<file path="config.mk">
export PLATFORM = sky130hd
export DESIGN_NAME = conference_mix_minus_mixer_top
export DESIGN_NICKNAME = d
export VERILOG_FILES = /design/src/sv/cmm_pkg.sv /design/src/sv/conference_mix_minus_mixer_top.sv
export SDC_FILE = /design/constraint.sdc
export NUM_CORES = 1
export LEC_CHECK = 0
export BUFFER_PORTS_ARGS = -buffer_cell sky130_fd_sc_hd__buf_2
export CORE_MARGIN = 4
export CORE_UTILIZATION = 55
export DETAILED_ROUTE_END_ITERATION = 8
export PLACE_DENSITY = 0.75
export SETUP_SLACK_MARGIN = 0.2
export SYNTH_ARGS = -nofsm -noshare
export SYNTH_HDL_FRONTEND = slang
export SYNTH_SLANG_ARGS = --single-unit
export TNS_END_PERCENT = 30
</file>
<file path="constraint.sdc">
create_clock -name clk -period 10.6 [get_ports clk]
set_input_delay 1.59 -clock clk [delete_from_list [all_inputs] [get_ports clk]]
set_output_delay 1.59 -clock clk [all_outputs]
set_load 0.02 [all_outputs]
</file>
<file path="src/sv/cmm_pkg.sv">
// Shared constants and register codes for the conference mix-minus mixer.
package cmm_pkg;

	// Number of conference stream lanes; each lane has its own sample port.
	localparam int LANES = 8;
	// Default sample width of the PCM streams.
	localparam int SAMPLE_BITS = 16;

	// Configuration port geometry.
	localparam int CFG_IDX_W  = 1;
	localparam int CFG_DATA_W = LANES;

	typedef enum logic [CFG_IDX_W-1:0] {
		REG_ACTIVE_MASK = 1'b0,
		REG_STEREO_MODE = 1'b1
	} cfg_reg_t;

	// Pipeline depth from start to done.
	localparam int LATENCY = 3;

endpackage

</file>
<file path="src/sv/conference_mix_minus_mixer_top.sv">
// Top level of the conference mix-minus mixer.
//
// The mixer takes one sample instant per clock: a transfer happens at every
// rising edge where start is high and busy is low, and busy is never raised,
// so a new instant may follow in every cycle. Results leave in order, one
// per transfer, each shown for exactly one cycle with done high. The
// receiver cannot hold results off, so it must take them in the cycle they
// appear. Each result passes through the pipeline registers in turn: an
// input register that zeroes inactive lanes, a register holding the sum
// over all lanes, and the result register after the per-lane subtract and
// clamp. In mono mode full_mix carries the clamped sum of all active lanes
// and minus_k the clamped sum without lane k, with left_out and right_out
// zero. In stereo mode lanes 0 and 1 pass to left_out and right_out (zero
// when their active bit is clear) and all mix outputs are zero.
// Configuration writes take effect at once and should be made only while
// no transfer is in flight.
module conference_mix_minus_mixer_top #(
	parameter int SAMPLE_BITS = cmm_pkg::SAMPLE_BITS
) (
	input  logic                                clk,
	input  logic                                arst_n,
	input  logic                                start,
	output logic                                busy,
	output logic                                done,
	input  logic                                cfg_wr_en,
	input  logic [cmm_pkg::CFG_IDX_W-1:0]       cfg_idx,
	input  logic [cmm_pkg::CFG_DATA_W-1:0]      cfg_wdata,
	input  logic signed [SAMPLE_BITS-1:0]       sample_0,
	input  logic signed [SAMPLE_BITS-1:0]       sample_1,
	input  logic signed [SAMPLE_BITS-1:0]       sample_2,
	input  logic signed [SAMPLE_BITS-1:0]       sample_3,
	input  logic signed [SAMPLE_BITS-1:0]       sample_4,
	input  logic signed [SAMPLE_BITS-1:0]       sample_5,
	input  logic signed [SAMPLE_BITS-1:0]       sample_6,
	input  logic signed [SAMPLE_BITS-1:0]       sample_7,
	output logic signed [SAMPLE_BITS-1:0]       full_mix,
	output logic signed [SAMPLE_BITS-1:0]       minus_0,
	output logic signed [SAMPLE_BITS-1:0]       minus_1,
	output logic signed [SAMPLE_BITS-1:0]       minus_2,
	output logic signed [SAMPLE_BITS-1:0]       minus_3,
	output logic signed [SAMPLE_BITS-1:0]       minus_4,
	output logic signed [SAMPLE_BITS-1:0]       minus_5,
	output logic signed [SAMPLE_BITS-1:0]       minus_6,
	output logic signed [SAMPLE_BITS-1:0]       minus_7,
	output logic signed [SAMPLE_BITS-1:0]       left_out,
	output logic signed [SAMPLE_BITS-1:0]       right_out
);
	import cmm_pkg::*;

	// One guard bit beyond the full sum covers the sum minus one lane.
	localparam int SUM_W       = SAMPLE_BITS + $clog2(LANES) + 1;
	localparam int CLAMP_LIMIT = (1 << (SAMPLE_BITS - 1)) - 3;
	localparam logic signed [SUM_W-1:0] CLAMP_HI = SUM_W'(CLAMP_LIMIT);
	localparam logic signed [SUM_W-1:0] CLAMP_LO = SUM_W'(-CLAMP_LIMIT);

	typedef logic signed [SAMPLE_BITS-1:0] samp_t;
	typedef logic signed [SUM_W-1:0]       sum_t;

	// Configuration registers.
	logic [LANES-1:0] active_mask_q;
	logic             stereo_mode_q;

	// Pipeline registers.
	samp_t samp_in [LANES];
	samp_t samp_s1 [LANES];
	samp_t samp_s2 [LANES];
	logic  vld_s1;
	logic  vld_s2;
	logic  stereo_s1;
	logic  stereo_s2;
	sum_t  sum_comb;
	sum_t  sum_s2;

	// Result registers.
	logic  done_q;
	samp_t full_mix_q;
	samp_t minus_q [LANES];
	samp_t left_q;
	samp_t right_q;

	logic accept;

	function automatic samp_t clamp_mix(input sum_t v);
		sum_t r;
		if (v < CLAMP_LO) begin
			r = CLAMP_LO;
		end else if (v > CLAMP_HI) begin
			r = CLAMP_HI;
		end else begin
			r = v;
		end
		return r[SAMPLE_BITS-1:0];
	endfunction

	assign busy   = 1'b0;
	assign accept = start && !busy;

	assign samp_in[0] = sample_0;
	assign samp_in[1] = sample_1;
	assign samp_in[2] = sample_2;
	assign samp_in[3] = sample_3;
	assign samp_in[4] = sample_4;
	assign samp_in[5] = sample_5;
	assign samp_in[6] = sample_6;
	assign samp_in[7] = sample_7;

	// Register writes; an index outside the list leaves both registers alone.
	always_ff @(posedge clk or negedge arst_n) begin
		if (!arst_n) begin
			active_mask_q <= '0;
			stereo_mode_q <= 1'b0;
		end else if (cfg_wr_en) begin
			case (cfg_idx)
				REG_ACTIVE_MASK: active_mask_q <= cfg_wdata[LANES-1:0];
				REG_STEREO_MODE: stereo_mode_q <= cfg_wdata[0];
				default: ;
			endcase
		end
	end

	// Control of the pipeline: one valid bit per stage.
	always_ff @(posedge clk or negedge arst_n) begin
		if (!arst_n) begin
			vld_s1 <= 1'b0;
			vld_s2 <= 1'b0;
			done_q <= 1'b0;
		end else begin
			vld_s1 <= accept;
			vld_s2 <= vld_s1;
			done_q <= vld_s2;
		end
	end

	// Stage 1: capture the samples, with inactive lanes forced to silence.
	always_ff @(posedge clk) begin
		if (accept) begin
			for (int k = 0; k < LANES; k++) begin
				samp_s1[k] <= active_mask_q[k] ? samp_in[k] : '0;
			end
			stereo_s1 <= stereo_mode_q;
		end
	end

	// Sum of all lanes at full precision.
	always_comb begin
		sum_comb = '0;
		for (int k = 0; k < LANES; k++) begin
			sum_comb = sum_comb + SUM_W'(samp_s1[k]);
		end
	end

	// Stage 2: hold the sum next to the lane samples it was built from.
	always_ff @(posedge clk) begin
		if (vld_s1) begin
			sum_s2    <= sum_comb;
			samp_s2   <= samp_s1;
			stereo_s2 <= stereo_s1;
		end
	end

	// Stage 3: subtract each lane's own sample, clamp, and route by mode.
	always_ff @(posedge clk) begin
		if (vld_s2) begin
			if (stereo_s2) begin
				full_mix_q <= '0;
				for (int k = 0; k < LANES; k++) begin
					minus_q[k] <= '0;
				end
				left_q  <= samp_s2[0];
				right_q <= samp_s2[1];
			end else begin
				full_mix_q <= clamp_mix(sum_s2);
				for (int k = 0; k < LANES; k++) begin
					minus_q[k] <= clamp_mix(sum_s2 - SUM_W'(samp_s2[k]));
				end
				left_q  <= '0;
				right_q <= '0;
			end
		end
	end

	assign done      = done_q;
	assign full_mix  = full_mix_q;
	assign minus_0   = minus_q[0];
	assign minus_1   = minus_q[1];
	assign minus_2   = minus_q[2];
	assign minus_3   = minus_q[3];
	assign minus_4   = minus_q[4];
	assign minus_5   = minus_q[5];
	assign minus_6   = minus_q[6];
	assign minus_7   = minus_q[7];
	assign left_out  = left_q;
	assign right_out = right_q;

endmodule

</file>
---- Word-level counts from Yosys, hierarchy flattened ----
Memory sizes are Yosys's and may differ from the RTL's.
Cells that the tools add are included.
cells by class
  add/sub/neg operators ................... 15
  $lt $le $gt $ge ......................... 18
  muxes and demuxes ....................... 48
  bitwise operators ....................... 9
  reductions and logical operators ........ 3
operators by type and width
  cell                    count
  $mux W16                42
  $gt A20 B16 Y1 const B  9
  $lt A20 B16 Y1 const B  9
  $sub A20 B16 Y20        8
  $add A20 B16 Y20        3
  $add A19 B16 Y20        1
  $add A18 B16 Y19        1
  $add A17 B16 Y18        1
  $add A16 B16 Y17        1
  $or A1 B1 Y1            8
  $mux W1                 6
  $reduce_and A2 Y1       2
  $reduce_or A2 Y1        1
  $not A1 Y1              1
word-level totals
  register bits ........................... 338
  bits in writable memories ............... 128
  bits of input ports ..................... 141
  output and inout bits ................... 178
  logic and storage cells ................. 122
  memories kept ........................... 1
memories
  name     depth  bits a word  rd ports  clocked after memory_dff  wr ports  line                                  RTL
  minus_q  8      16           8         0                         8         conference_mix_minus_mixer_top.sv:77  samp_t minus_q [LANES];

---- Logic depth before layout (Yosys ltp) ----
  depth after elaboration ................. 7
  depth in mapped cells ................... 20

---- Least setup slack after synthesis ----
Ideal clock, no wire load.
  path type ............................... reg2reg
  start point ............................. register vld_s2
  end point ............................... memory minus_q[0][0] in the netlist's numbering, enable pin
  setup time .............................. 533 ps
  data arrival time ....................... 4912 ps
  data required time ...................... 10067 ps
  slack ................................... 5155 ps
  stages on the path, launching flop included .. 2
  buffers on the path ..................... 1
  cell sequence ........................... dfrtp_1 -> clkbuf_1
RTL lines
  what                    line                                   RTL
  start, declared         conference_mix_minus_mixer_top.sv:68   logic vld_s2;
  start signal, assigned  conference_mix_minus_mixer_top.sv:129  vld_s2 <= vld_s1;
  end, declared           conference_mix_minus_mixer_top.sv:77

---- Worst setup path after layout ----
  start point ............................. register samp_s1[3] in the netlist's numbering
  end point ............................... register sum_s2[19], data pin
on the way
  longest elaborated chain between the ends .. 1
ends and longest elaborated chain
  what                             line                                   RTL
  start, declared                  conference_mix_minus_mixer_top.sv:65   samp_t samp_s1 [LANES];
  start signal, assigned by index  conference_mix_minus_mixer_top.sv:138  samp_s1[k] <= active_mask_q[k] ? samp_in[k] : '0;
  $add A20 B16 Y20                 conference_mix_minus_mixer_top.sv:148  sum_comb = sum_comb + SUM_W'(samp_s1[k]);
  named net sum_comb[19]           conference_mix_minus_mixer_top.sv:71   sum_t sum_comb;
  end signal, assigned             conference_mix_minus_mixer_top.sv:155  sum_s2 <= sum_comb;
  end, declared                    conference_mix_minus_mixer_top.sv:72   sum_t sum_s2;
The timed path passes the listed nets, and every way through them passes these cells.
A chain may end at the register's enable or synchronous reset.

==> summary.log <==
[outcome] status completed
[route] remaining design rule violation count 0
[placement] number of buffer cells added on primary ports 317
[timing] Max Clock Skew 0.0127 ns
[worst_setup_path] Crit-path slowest cell sky130_fd_sc_hd__o41ai_1
[synthesis] post-synthesis mux area share 0.675%
[route] count of nets left with antenna violations after detail routing 0
[die] Top-Level Pins 319
[synthesis] post-synthesis share of cell area spent on full adders, half adders and majority gates 14.1%
[clocking] post-CTS clock slew at the launch and capture registers of the worst setup and hold paths 0.06 ns
[timing] final period demand of the worst path 5.58 ns
[synthesis] post-synthesis share of cell area spent on and, or, nand and nor gates 14.0%
[pwr] total power divided by cell area 351 mW/mm²
[clocking] number of levels in the clock H-tree 2
[timing] final count of pins violating max slew 0
[timing] Total Neg Setup Slack 0 ns
[die] width of the die 244 µm
[global_route] all-layer global routing usage 30.1%
[global_route] maximum number of pins on one net before global-route repair 78
[synthesis] post-synthesis net count 3,255
[worst_setup_path] Required @ worst endpoint 11.01 ns
[die] area of the die 0.0594 mm²
[worst_setup_path] Max Fanout on Critical Path 3
[global_route] met1 track utilization from global routing 42.9%
[die] Rows 86
[timing] unrepaired setup endpoints after global routing false
[clocking] number of clock buffers inserted by TritonCTS 48
[synthesis] flip-flop and latch count after synthesis 466
[placement] dpl hpwl 70,300 µm
[timing] Slew Limit Headroom 19.5%
[pwr] Peak VDD IR 0.250 mV
[layout] synthesis-to-finish area growth 13.1%
[clocking] post-CTS sizing 0
[die] initial core utilization 55.5%
[worst_setup_path] peak per-stage delay on the critical path 0.61 ns
[synthesis] main combinational cell family by area after synthesis compound AO/OA/AOI/OAI gates
[synthesis] count of cell types in the netlist 100
[min_path] worst hold stages 0
[worst_setup_path] Buffers & Inverters on Critical Path 4
[route] vias per cell 6.00
[clocking] number of hold-repair buffers added at the cts stage 0
[clocking] clock latency at the later pin of the worst-skew pair 0.59 ns
[die] vertical die dimension 244 µm
[synthesis] count of flip-flops with a built-in enable after synthesis 454
[global_route] initial antenna violation count 3
[die] Core Area 0.0551 mm²
[timing] setup violation total in the final timing report 0
[global_route] global-route wire length before repair 137,000 µm
[worst_setup_path] Data arrival, critical path 5.99 ns
[route] via count 23,600
[synthesis] Post-Synth XOR/XNOR Area 3.38%
[worst_setup_path] critical path depth 18
[placement] final weighted congestion of routability-driven global placement 0.970
[global_route] global-route met2 utilization 47.6%
[route] initial drt markers 2,337
[worst_setup_path] category of the most critical setup path reg -> reg
[worst_setup_path] Top delay family on crit path adder cells
[synthesis] summed instance area of the synthesized netlist 0.0306 mm²
[route] iteration count of the initial detailed-routing pass 6
[clocking] post-CTS setup buffer count 0
[timing] Fmax achieved 0.179 GHz
[synthesis] count of mapped cells out of synthesis 2,834
[timing] Final Hold Viols 0
[global_route] global-route congestion overflow total 0
[global_route] global route hottest layer met2
[clocking] buffer depth of the longest clock path 3
[pwr] Lkg Pwr 14.8 nW
[synthesis] most frequently used flop master after synthesis sky130_fd_sc_hd__edfxtp_1
[synthesis] async set or reset register ratio after synthesis 2.58%
[job] number of max-cap violations 0
[layout] fin nets 3,571
[synthesis] mean instance size in the synthesized netlist 10.8 µm²
[route] per-cell routed wire length 23.2 µm
[clocking] Sink Count 466
[worst_setup_path] category of the worst setup path capture point flop
[worst_setup_path] category of the worst setup path launch point flop
[timing] final worst setup slack 5.02 ns
[synthesis] sequential element share of the synthesized area 45.6%
[min_path] worst min-delay path category reg -> reg
[synthesis] Synth Area in Compound Gates 16.1%
[layout] ratio of cells with drive above 1 in the final layout 15.3%
[clocking] TritonCTS clock tree done
[route] DRT Wirelength 91,300 µm
[timing] final hold slack 0.422 ns
[synthesis] Warnings, synthesis 0
[placement] Post-Place Setup Slack 5.12 ns
[timing] final worst path period share 52.7%
[clocking] Clock Tree Root sky130_fd_sc_hd__clkbuf_16
[global_route] via count of the first global-routing pass 22,800
[worst_setup_path] worst path cell trace inv_1 > fa_1 > inv_1 > fa_1 > fa_1 > inv_1 > fa_1 > inv_1 > ha_1 > a21o_1 > a21o_1 > a211oi_1 > o31ai_1 > a221oi_1 > o21ai_0 > o41ai_1 > nor2_1 > a211oi_1
[worst_setup_path] logic depth of the worst register-to-register path 18
[timing] Worst-Margin Slew 1.21 ns
[global_route] GR Layer Usage met3 5.72%
==> worst register-to-register path: cells and delay by family (launching register included) <==
family                   cells  cell delay (ns)
flip-flops                   1             0.34
adder cells (fa/ha/maj)      5             2.47
AND/OR/NAND/NOR              1             0.12
AO/OA/AOI/OAI                8             2.22
buffers and inverters        4             0.23
==> final timing paths <==
path	startpoint	end	slack [ns]
max	samp_s1[3]	sum_s2[19]	5.02
min	stereo_s1	stereo_s2	0.42
max reg2reg	samp_s1[3]	sum_s2[19]	5.02
min reg2reg	stereo_s1	stereo_s2	0.42
max in group asynchronous	arst_n	vld_s2	9.14
min in group asynchronous	arst_n	active_mask_q[4]	1.00
==> state kept, by name, indices dropped and copies added, names as in the netlist <==
name           count
sum_s2            20
minus_q          128
vld_s1             1
active_mask_q      8
vld_s2             1
done               1
stereo_s1          1
stereo_s2          1
full_mix          16
stereo_mode_q      1
right_out         16
samp_s1          128
left_out          16
samp_s2          128
==> layout make-up <==
class                   count  area, µm²
flip-flops and latches    466      13900
multi-input cells        1877      14700
fillers                  4482      20500
repair buffers            336       1730
clock buffers              56       1270
clock inverters            30        362
inverters                 421       1580
well taps                 748        936
diodes                      4       10.0
==> routing by layer <==
layer / vias to the layer above / routed length, µm / share of wire (%)
met5: - / 13 / 0.014
met3: 162 / 8230 / 9.0
met4: 2 / 2890 / 3.2
li1: 10900 / - / -
met2: 1083 / 41400 / 45
met1: 11500 / 38700 / 42
==> stage by stage <==
| step | power, mW | utilization [%] | std cells | area, µm² |
|---|---|---|---|---|
| finish | 12.1 | 62.8 | 3938 | 34600 |
| global route | 13.0 | 62.7 | 3934 | 34600 |
| CTS | 12.0 | 62.7 | 3934 | 34600 |
| detailed placement | 10.2 | 59.8 | 3848 | 32900 |
| global placement | 10.0 | 59.8 | 3848 | 32900 |
| floorplan | 8.38 | - | 2834 | 30600 |
==> placed cells by master (no fill, tap or decap), types with 26 or more instances in the layout <==
cell type                     n
sky130_fd_sc_hd__nor2b_1     33
sky130_fd_sc_hd__and2_1     180
sky130_fd_sc_hd__clkbuf_16   49
sky130_fd_sc_hd__fa_1       108
sky130_fd_sc_hd__buf_2      316
sky130_fd_sc_hd__xor2_1      50
sky130_fd_sc_hd__nor3_1      67
sky130_fd_sc_hd__a211oi_1    95
sky130_fd_sc_hd__a21oi_1    146
sky130_fd_sc_hd__nand3_1     50
sky130_fd_sc_hd__edfxtp_1   454
sky130_fd_sc_hd__or3_1       26
sky130_fd_sc_hd__o21a_1      56
sky130_fd_sc_hd__ha_1       172
sky130_fd_sc_hd__inv_1      421
sky130_fd_sc_hd__nand2b_1    29
sky130_fd_sc_hd__a21o_1      50
sky130_fd_sc_hd__nor2_1     139
sky130_fd_sc_hd__nand2_1     92
sky130_fd_sc_hd__xnor2_1     68
sky130_fd_sc_hd__and3_1      26
sky130_fd_sc_hd__o21ai_0     86
==> logic make-up after synthesis <==
logic type	Yosys count
buffers and inverters	491
xor gates and xnor gates	118
muxes	19
DFF	466
AOI/OAI and AO/OA	683
adders and majority gates	280
and+or+nand+nor	776
other	1
==> report_power, final <==
| part | internal [mW] | total, mW | switching (mW) |
|---|---|---|---|
| logic | 2.80 | 7.37 | 4.57 |
| registers | 2.60 | 2.98 | 0.383 |
| clock network | 1.05 | 1.79 | 0.734 |
| total | 6.45 | 12.1 | 5.69 |
==> synthesized netlist by cell type (11+ instances only) <==
cell / number / area [µm²]
sky130_fd_sc_hd__a211o_1: 11 / 96.3
sky130_fd_sc_hd__a211oi_1: 95 / 713
sky130_fd_sc_hd__a211oi_2: 12 / 150
sky130_fd_sc_hd__a21o_1: 50 / 375
sky130_fd_sc_hd__a21oi_1: 146 / 731
sky130_fd_sc_hd__a311oi_1: 14 / 123
sky130_fd_sc_hd__a31oi_1: 14 / 87.6
sky130_fd_sc_hd__and2_1: 180 / 1130
sky130_fd_sc_hd__and3_1: 26 / 163
sky130_fd_sc_hd__clkbuf_1: 47 / 176
sky130_fd_sc_hd__dfrtp_1: 12 / 300
sky130_fd_sc_hd__edfxtp_1: 454 / 13600
sky130_fd_sc_hd__fa_1: 108 / 2160
sky130_fd_sc_hd__ha_1: 172 / 2150
sky130_fd_sc_hd__inv_1: 421 / 1580
sky130_fd_sc_hd__mux2_2: 12 / 135
sky130_fd_sc_hd__nand2_1: 92 / 345
sky130_fd_sc_hd__nand2b_1: 30 / 188
sky130_fd_sc_hd__nand3_1: 50 / 250
sky130_fd_sc_hd__nand4_1: 25 / 156
sky130_fd_sc_hd__nor2_1: 139 / 522
sky130_fd_sc_hd__nor2b_1: 34 / 213
sky130_fd_sc_hd__nor3_1: 67 / 335
sky130_fd_sc_hd__nor4_1: 25 / 156
sky130_fd_sc_hd__o2111ai_1: 16 / 140
sky130_fd_sc_hd__o211ai_1: 12 / 90.1
sky130_fd_sc_hd__o21a_1: 56 / 420
sky130_fd_sc_hd__o21ai_0: 86 / 430
sky130_fd_sc_hd__o311ai_0: 11 / 96.3
sky130_fd_sc_hd__o31ai_1: 17 / 128
sky130_fd_sc_hd__or2_2: 19 / 119
sky130_fd_sc_hd__or3_1: 26 / 163
sky130_fd_sc_hd__xnor2_1: 68 / 596
sky130_fd_sc_hd__xor2_1: 50 / 438
(Power assumes the default switching activity.)
